### config.mk
export PLATFORM = sky130hd
export DESIGN_NAME = tag_value_field_splitter_top
export DESIGN_NICKNAME = d
export VERILOG_FILES = /design/src/hdl/tvfs_pkg.sv /design/src/hdl/tvfs_front.sv /design/src/hdl/tvfs_cmd_fifo.sv /design/src/hdl/tvfs_back.sv /design/src/hdl/tag_value_field_splitter_top.sv
export SDC_FILE = /design/constraint.sdc
export NUM_CORES = 1
export LEC_CHECK = 0
export ABC_AREA = 1
export BUFFER_PORTS_ARGS = -buffer_cell sky130_fd_sc_hd__buf_4
export CAP_MARGIN = 20
export CORE_MARGIN = 2
export CORE_UTILIZATION = 35
export CTS_CLUSTER_SIZE = 10
export DETAILED_ROUTE_END_ITERATION = 12
export PLACE_DENSITY_LB_ADDON = 0.25
export SLEW_MARGIN = 20
export SYNTH_ARGS = -nofsm -noshare
export SYNTH_HDL_FRONTEND = slang
export SYNTH_HIERARCHICAL = 1
export SYNTH_SLANG_ARGS = --single-unit
### constraint.sdc
create_clock -name clk_i -period 3.9 [get_ports clk_i]
set_input_delay 0.78 -clock clk_i [delete_from_list [all_inputs] [get_ports clk_i]]
set_output_delay 0.78 -clock clk_i [all_outputs]
set_load 0.01 [all_outputs]
### src/hdl/tvfs_pkg.sv
// Shared types and constants for the tag/value field splitter.
`default_nettype none
package tvfs_pkg;

  localparam logic [7:0] DelimReset = 8'h7C;
  localparam logic [7:0] CharEq     = 8'h3D;
  localparam logic [7:0] CharPlus   = 8'h2B;
  localparam logic [7:0] CharMinus  = 8'h2D;
  localparam logic [7:0] CharZero   = 8'h30;
  localparam logic [7:0] CharNine   = 8'h39;
  localparam logic [7:0] CharSpace  = 8'h20;
  localparam logic [7:0] CharTab    = 8'h09;
  localparam logic [7:0] CharCr     = 8'h0D;

  localparam int unsigned CmdDepth = 4;
  localparam int unsigned CmdPtrW  = $clog2(CmdDepth);

  localparam logic KindValue = 1'b0;
  localparam logic KindEnd   = 1'b1;

  typedef struct packed {
    logic [7:0] data_byte;
    logic       end_of_message;
  } in_beat_t;

  typedef struct packed {
    logic               kind;
    logic signed [31:0] tag_num;
    logic               tag_valid;
    logic [7:0]         value_byte;
    logic               message_done;
    logic               last_of_run;
  } out_beat_t;

  // one byte's work, handed from the parser to the emitter
  typedef struct packed {
    logic        has_val;
    logic        has_rec;
    logic [7:0]  value_byte;
    logic [31:0] mag;
    logic        neg;
    logic        valid;
    logic        done;
  } cmd_t;

endpackage
`default_nettype wire

### src/hdl/tvfs_front.sv
// Parser front end: delimiter register, tag conversion and field state.
`default_nettype none
module tvfs_front import tvfs_pkg::*; (
  input  wire logic     clk_i,
  input  wire logic     rst_ni,
  input  wire logic     acc_i,
  input  wire in_beat_t in_beat_i,
  input  wire logic     cfg_we_i,
  input  wire logic [7:0] cfg_data_i,
  output logic          cmd_we_o,
  output cmd_t          cmd_o
);

  typedef enum logic [6:0] {
    PhStart  = 7'b0000001,
    PhWs     = 7'b0000010,
    PhSign   = 7'b0000100,
    PhDigits = 7'b0001000,
    PhJunk   = 7'b0010000,
    PhValue  = 7'b0100000,
    PhDrop   = 7'b1000000
  } phase_e;

  phase_e      phase_q, phase_d;
  logic [31:0] mag_q, mag_d;
  logic        neg_q, neg_d;
  logic        seen_q, seen_d;
  logic        ovf_q, ovf_d;
  logic [7:0]  delim_q;

  logic [7:0]  c;
  logic        eom;
  logic        is_digit, is_space, do_digit, close_req;
  logic [35:0] prod, limit;
  cmd_t        cmd;

  assign c   = in_beat_i.data_byte;
  assign eom = in_beat_i.end_of_message;

  always_comb begin
    is_digit = (c >= CharZero) && (c <= CharNine);
    is_space = c inside {CharSpace, [CharTab:CharCr]};
    prod  = {1'b0, mag_q, 3'b000} + {3'b000, mag_q, 1'b0} + {32'd0, c[3:0]};
    limit = neg_q ? 36'h080000000 : 36'h07FFFFFFF;
  end

  always_comb begin
    phase_d   = phase_q;
    mag_d     = mag_q;
    neg_d     = neg_q;
    seen_d    = seen_q;
    ovf_d     = ovf_q;
    do_digit  = 1'b0;
    close_req = 1'b0;
    cmd       = '0;
    cmd.value_byte = c;

    if (c == delim_q) begin
      close_req = 1'b1;
      cmd.done  = eom;
    end else begin
      if (phase_q == PhStart && c == CharEq) begin
        phase_d = PhDrop;
      end else if (phase_q == PhValue) begin
        cmd.has_val = seen_q & ~ovf_q;
      end else if (phase_q != PhDrop) begin
        if (c == CharEq) begin
          phase_d = PhValue;
        end else begin
          case (phase_q)
            PhStart, PhWs: begin
              if (is_space) begin
                phase_d = PhWs;
              end else if (c == CharPlus || c == CharMinus) begin
                neg_d   = (c == CharMinus);
                phase_d = PhSign;
              end else if (is_digit) begin
                do_digit = 1'b1;
              end else begin
                phase_d = PhJunk;
              end
            end
            PhSign, PhDigits: begin
              if (is_digit) begin
                do_digit = 1'b1;
              end else begin
                phase_d = PhJunk;
              end
            end
            default: ;
          endcase
        end
      end
      close_req = eom;
      cmd.done  = eom;
    end

    if (do_digit) begin
      seen_d  = 1'b1;
      phase_d = PhDigits;
      if (!ovf_q) begin
        if (prod > limit) begin
          ovf_d = 1'b1;
        end else begin
          mag_d = prod[31:0];
        end
      end
    end

    cmd.mag   = mag_d;
    cmd.neg   = neg_d;
    cmd.valid = seen_d & ~ovf_d;

    if (close_req) begin
      cmd.has_rec = (phase_d != PhStart) && (phase_d != PhDrop);
      phase_d = PhStart;
      mag_d   = '0;
      neg_d   = 1'b0;
      seen_d  = 1'b0;
      ovf_d   = 1'b0;
    end
  end

  assign cmd_o    = cmd;
  assign cmd_we_o = acc_i & (cmd.has_val | cmd.has_rec);

  always_ff @(posedge clk_i or negedge rst_ni) begin
    if (!rst_ni) begin
      phase_q <= PhStart;
      mag_q   <= '0;
      neg_q   <= 1'b0;
      seen_q  <= 1'b0;
      ovf_q   <= 1'b0;
      delim_q <= DelimReset;
    end else begin
      if (acc_i) begin
        phase_q <= phase_d;
        mag_q   <= mag_d;
        neg_q   <= neg_d;
        seen_q  <= seen_d;
        ovf_q   <= ovf_d;
      end
      if (cfg_we_i) begin
        delim_q <= cfg_data_i;
      end
    end
  end

endmodule
`default_nettype wire

### src/hdl/tvfs_cmd_fifo.sv
// Short command queue between parser and emitter.
`default_nettype none
module tvfs_cmd_fifo import tvfs_pkg::*; (
  input  wire logic clk_i,
  input  wire logic rst_ni,
  input  wire logic wr_i,
  input  wire cmd_t wr_data_i,
  input  wire logic rd_i,
  output cmd_t      rd_data_o,
  output logic      full_o,
  output logic      empty_o
);

  cmd_t               mem_q [CmdDepth];
  logic [CmdPtrW-1:0] wr_ptr_q, rd_ptr_q;
  logic [CmdPtrW:0]   count_q;

  assign full_o    = (count_q == (CmdPtrW + 1)'(CmdDepth));
  assign empty_o   = (count_q == '0);
  assign rd_data_o = mem_q[rd_ptr_q];

  always_ff @(posedge clk_i) begin
    if (wr_i) begin
      mem_q[wr_ptr_q] <= wr_data_i;
    end
  end

  always_ff @(posedge clk_i or negedge rst_ni) begin
    if (!rst_ni) begin
      wr_ptr_q <= '0;
      rd_ptr_q <= '0;
      count_q  <= '0;
    end else begin
      if (wr_i) begin
        wr_ptr_q <= (wr_ptr_q == CmdPtrW'(CmdDepth - 1)) ? '0 : wr_ptr_q + 1'b1;
      end
      if (rd_i) begin
        rd_ptr_q <= (rd_ptr_q == CmdPtrW'(CmdDepth - 1)) ? '0 : rd_ptr_q + 1'b1;
      end
      case ({wr_i, rd_i})
        2'b10:   count_q <= count_q + 1'b1;
        2'b01:   count_q <= count_q - 1'b1;
        default: ;
      endcase
    end
  end

endmodule
`default_nettype wire

### src/hdl/tvfs_back.sv
// Emitter back end: expands each command into value and end-of-field beats.
`default_nettype none
module tvfs_back import tvfs_pkg::*; (
  input  wire logic clk_i,
  input  wire logic rst_ni,
  input  wire cmd_t head_i,
  input  wire logic head_valid_i,
  output logic      head_pop_o,
  input  wire logic pop_i,
  output logic      empty_o,
  output out_beat_t out_o
);

  out_beat_t out_q, rec_q;
  logic      out_valid_q, rec_pend_q;
  logic      load;
  logic signed [31:0] tag;
  out_beat_t val_beat, rec_beat;

  always_comb begin
    tag = '0;
    if (head_i.valid) begin
      tag = head_i.neg ? $signed(32'(-head_i.mag)) : $signed(head_i.mag);
    end
    val_beat.kind         = KindValue;
    val_beat.tag_num      = tag;
    val_beat.tag_valid    = head_i.valid;
    val_beat.value_byte   = head_i.value_byte;
    val_beat.message_done = 1'b0;
    val_beat.last_of_run  = ~head_i.has_rec;
    rec_beat.kind         = KindEnd;
    rec_beat.tag_num      = tag;
    rec_beat.tag_valid    = head_i.valid;
    rec_beat.value_byte   = '0;
    rec_beat.message_done = head_i.done;
    rec_beat.last_of_run  = 1'b1;
  end

  assign load       = ~out_valid_q | pop_i;
  assign head_pop_o = load & ~rec_pend_q & head_valid_i;
  assign empty_o    = ~out_valid_q;
  assign out_o      = out_q;

  always_ff @(posedge clk_i) begin
    if (load) begin
      if (rec_pend_q) begin
        out_q <= rec_q;
      end else if (head_valid_i) begin
        out_q <= head_i.has_val ? val_beat : rec_beat;
        rec_q <= rec_beat;
      end
    end
  end

  always_ff @(posedge clk_i or negedge rst_ni) begin
    if (!rst_ni) begin
      out_valid_q <= 1'b0;
      rec_pend_q  <= 1'b0;
    end else if (load) begin
      if (rec_pend_q) begin
        out_valid_q <= 1'b1;
        rec_pend_q  <= 1'b0;
      end else begin
        out_valid_q <= head_valid_i;
        rec_pend_q  <= head_valid_i & head_i.has_val & head_i.has_rec;
      end
    end
  end

endmodule
`default_nettype wire

### src/hdl/tag_value_field_splitter_top.sv
// Top level of the tag/value field splitter.
//
//   channel  direction  handshake               beat
//   input    in         push / full             in_data_i  (in_beat_t)
//   result   out        empty / pop             out_data_o (out_beat_t)
//   config   in         cfg_valid_i/cfg_ready_o cfg_data_i (delimiter)
//
// One byte accepted per cycle while full is low; up to two result beats per byte, one per cycle while popped.
// A parsed byte's command passes through the command queue, then the output register, to the result.
// Result stalls back up through a 4-entry command queue before full rises.
// Reset clears field state and sets the delimiter to '|'.
`default_nettype none
module tag_value_field_splitter_top import tvfs_pkg::*; (
  input  wire logic       clk_i,
  input  wire logic       rst_ni,
  input  wire logic       push,
  output logic            full,
  input  wire in_beat_t   in_data_i,
  output logic            empty,
  input  wire logic       pop,
  output out_beat_t       out_data_o,
  input  wire logic       cfg_valid_i,
  output logic            cfg_ready_o,
  input  wire logic [7:0] cfg_data_i
);

  logic acc, cmd_we, cmd_full, cmd_empty, cmd_rd;
  cmd_t cmd_wr, cmd_head;

  assign acc         = push & ~cmd_full;
  assign full        = cmd_full;
  assign cfg_ready_o = 1'b1;

  tvfs_front u_front (
    .clk_i      (clk_i),
    .rst_ni     (rst_ni),
    .acc_i      (acc),
    .in_beat_i  (in_data_i),
    .cfg_we_i   (cfg_valid_i),
    .cfg_data_i (cfg_data_i),
    .cmd_we_o   (cmd_we),
    .cmd_o      (cmd_wr)
  );

  tvfs_cmd_fifo u_fifo (
    .clk_i     (clk_i),
    .rst_ni    (rst_ni),
    .wr_i      (cmd_we),
    .wr_data_i (cmd_wr),
    .rd_i      (cmd_rd),
    .rd_data_o (cmd_head),
    .full_o    (cmd_full),
    .empty_o   (cmd_empty)
  );

  tvfs_back u_back (
    .clk_i        (clk_i),
    .rst_ni       (rst_ni),
    .head_i       (cmd_head),
    .head_valid_i (~cmd_empty),
    .head_pop_o   (cmd_rd),
    .pop_i        (pop),
    .empty_o      (empty),
    .out_o        (out_data_o)
  );

endmodule
`default_nettype wire

==> run summary <==
For the worst flop-to-flop path, the logic depth is 31. CTS saw 317 sinks. The synthesized area divided by synthesized cell count was 8.79 um2; the highest ir drop seen on vdd was 0.000380 V. The floorplan step defined a die boundary enclosing 54,700 um2. The maximum number of pins on one net before global-route repair was 85; the cell area after technology mapping was 18,500 um2. For the combined global-route utilization of all metal layers, the log shows 0.175.

Clock skew on the completed layout was measured at 0.0157 ns. The number of global-route vias before repair was 14,141; the growth of design area from synthesis to finish was 24.3%. Derived from the worst setup path, the maximum achievable clock frequency is 235 MHz. Counting distinct cell types in the post-synthesis netlist gives 50. Overall routed net length: 47.7 mm. The area of all placed cells without fillers was 23,000 um2; the area inside the core boundary was 52,300 um2. At the pin with the least slew margin, the transition time is 0.972 ns.

STA classifies the critical path startpoint as a register. From bottom edge to top edge, the die measures 234 um. Class of the tightest hold or removal check: in2async.

In this run the count of I/O pins placed on the die edge is 69. On the critical path the largest part of the delay comes from simple AND/OR/NAND/NOR gates. The post-route DRC violation count is 0.

Startpoint-to-endpoint class of the critical path: reg2reg. TritonCTS built the clock tree. The run gives 0 as the count of final hold-check violations. For the placed cell area, the log shows 20,900 um2. The most used flip-flop cell after synthesis was sky130_fd_sc_hd__edfxtp_1. Counting along the longest clock path gives a buffer depth of 3.

The sequential cell area fraction in the yosys report was 0.500. For this run, the slowest stage of the critical path takes 0.44 ns. Number of diodes: 0.

Using the TritonRoute via totals, the vias-per-cell ratio works out to 4.74. Among the stages of the critical path, the cell type that occurs most often is sky130_fd_sc_hd__nand2_1. The power per standard cell area was 618 nW/um2. The logs give 0 for the remaining global-route overflow and 921 for the iteration-0 DRC count of the detailed router. Master of the slowest instance on the critical path: sky130_fd_sc_hd__dfrtp_2. The tools report the worst flop-to-flop path endpoint as u_fifo/mem_q[0][11].

For this run, the number of Yosys warnings is 6. The tools report the starting density of the core as 0.353. The run gives 38 as the number of CTS-inserted buffers.

The run gives 0 as the number of antenna violations at the first check in global routing. Across all layers, the routed design uses 14,571 vias. The run finished, with violations left. The number of nets in the layout was 2,487; the number of buffers and inverters on the critical path was 6. The number of instances in the synthesized netlist came out at 2,103. Buffer type at the clock tree root: sky130_fd_sc_hd__clkbuf_16.

The run gives 4.19 ns as the data required time of the worst path. In this run the static leakage power is 11.0 nW. The tools report the register-to-register setup slack as -0.35 ns. Max-cap violations in this run came to 0.

For the share of the core filled with cells, the log shows 0.439. For the max-slew violation count, the log shows 0. Clock latency on the worst-skew pair, taken at its later pin, is 0.54 ns. The final estimated routing congestion in global placement is 0.921. Total power for the finished layout comes to 14.2 mW. The clock input transition at the sequential cells of the worst setup and hold paths works out to 0.05 ns. In this run the critical register-to-register path is launched from u_front/mag_q[0].

The post-detailed-route count of antenna-violating nets was 0. Setup repair after global routing could not meet its margin everywhere. The first detailed-routing pass ran for 5 iterations.

The global-route wire length before repair is 75.0 mm, and the critical path arrival is 4.53 ns. The routed length per placed instance came out at 15.5 um. The proportion of synthesized flip-flops having asynchronous set or reset is 0.186, and the H-tree depth reported by CTS is 2. The final-report setup violation count is 165, and the largest driver fanout on the critical path is 9.

Headroom to the max-slew limit: 0.352. The final reports fail on negative setup slack. The final period demand of the worst path was 4.25 ns. The type of element capturing the critical path is a register. The run gives -0.348 ns as the post-layout worst setup margin. The initialized floorplan defines 84 standard-cell rows.

The post-synthesis register bit count was 317; the number of synthesized flops with an enable pin was 258. Synthesis produced a netlist with a net count of 2,230. The share of the clock period used by the worst path after layout was 1.09. The layout cell share with drive strength beyond 1 works out to 0.245. The floorplan step set the die width to 234 um. Hold repair after CTS inserted 0 buffers. The filler cell count in the final layout is 5,040. Detailed placement ended at an HPWL of 33.7 mm. The number of port buffers works out to 67.
==> state kept, by name (all words and copies together), names as in the netlist <==
name	cells
u_back/rec_pend_q	1
u_fifo/mem_q	180
u_back/out_o	44
u_fifo/count_q	3
u_front/neg_q	1
u_front/ovf_q	1
u_front/phase_q	7
u_front/mag_q	32
u_front/delim_q	8
u_back/out_valid_q	1
u_front/seen_q	1
u_fifo/wr_ptr_q	2
u_fifo/rd_ptr_q	2
u_back/rec_q	34
==> stage by stage <==
stage | instances | setup TNS [ns] | hold slack [ns] | setup WS (ns)
after floorplan | 2103 | -33.02 | 0.463 | -0.244
after global placement | 2967 | -120.05 | 0.483 | -0.777
after detailed placement | 2967 | -143.92 | 0.494 | -0.926
after CTS | 3060 | -49.30 | 0.344 | -0.372
after global routing | 3076 | -88.58 | 0.388 | -0.598
final | 3076 | -47.59 | 0.338 | -0.348
==> power by group <==
group / switching, mW / total [mW] / leakage (nW) / internal, mW
Sequential: 0.281 / 5.08 / 3.19 / 4.80
Combinational: 3.82 / 5.86 / 7.22 / 2.03
Clock: 1.31 / 3.25 / 0.540 / 1.94
Total: 5.41 / 14.2 / 11.0 / 8.78
==> final cells by class <==
class / instances / area [um2] / share of cell area
clock buffer: 65 / 1080 / 0.0472
inverter: 343 / 1290 / 0.0563
clock inverter: 3 / 43.8 / 0.00191
sequential: 317 / 9250 / 0.403
multi-input combinational: 1366 / 8060 / 0.351
tap: 688 / 861 / 0.0375
timing repair buffer: 294 / 2370 / 0.103
==> synthesized netlist by cell type, drive strengths merged, types with 5 or more instances <==
master | count | area, um2
clkbuf | 25 | 93.8
edfxtp | 258 | 7750
ha | 102 | 1280
a21oi | 68 | 355
inv | 343 | 1290
xnor2 | 5 | 43.8
o21bai | 7 | 52.6
nand2 | 649 | 2550
nor3 | 17 | 95.1
nand4 | 60 | 390
o211ai | 92 | 696
o21ai | 64 | 324
dfrtp | 53 | 1330
and3 | 14 | 87.6
xor2 | 26 | 228
nor2 | 118 | 509
nand3 | 109 | 561
buf | 52 | 389
nand3b | 6 | 45.0
dfstp | 6 | 158
==> layer usage <==
layer  share of wire  vias to the layer above  GRT usage
met5               0                        -          0
met4           0.025                        0     0.0481
met3           0.042                       72     0.0182
met2            0.47                      282      0.295
met1            0.46                     6750      0.239
li1                -                     7467          -
==> worst max-delay path by stage <==
stage / from / endpoint / cells past startpoint / slack (ns)
global placement: in_data_i[4] / u_fifo/mem_q[1][19] / 28 / -0.78
detailed placement: in_data_i[4] / u_fifo/mem_q[0][19] / 30 / -0.93
finish: u_front/mag_q[0] / u_fifo/mem_q[0][11] / 31 / -0.35
global route: u_front/mag_q[2] / u_fifo/mem_q[3][34] / 29 / -0.60
CTS: u_front/mag_q[2] / u_fifo/mem_q[0][11] / 31 / -0.37
floorplan: in_data_i[4] / u_fifo/mem_q[0][29] / 30 / -0.24
==> logic make-up (layout without fill, tap and decap cells) <==
logic type               Yosys count  count (layout)  synth area share
buffers and inverters            420             705            0.0961
XOR/XNOR                          31              31            0.0147
adder cells (fa/ha/maj)          105             105            0.0723
other                              1               1          0.000203
multiplexers                       4               4           0.00244
flip-flops                       317             317             0.500
AND/OR/NAND/NOR                  977             977             0.231
AO/OA/AOI/OAI                    248             248            0.0840
==> repair_timing <==
action	in CTS	in global routing
endpoints found under the setup margin	165	165
gates cloned	2	1
buffers inserted	23	16
gates resized for setup	44	103
pin swaps	26	27
==> layout by cell type, fill, tap and decap left out, types with 59 or more instances in the layout <==
master / netlist / layout
sky130_fd_sc_hd__nand2_2: 46 / 60
sky130_fd_sc_hd__nand4_1: 59 / 59
sky130_fd_sc_hd__ha_1: 102 / 89
sky130_fd_sc_hd__buf_4: 14 / 278
sky130_fd_sc_hd__inv_1: 322 / 290
sky130_fd_sc_hd__nand2_1: 603 / 582
sky130_fd_sc_hd__o211ai_1: 91 / 91
sky130_fd_sc_hd__nand3_1: 106 / 98
sky130_fd_sc_hd__edfxtp_1: 258 / 258
sky130_fd_sc_hd__nor2_1: 101 / 89
Power figures use the tool's default switching activity.
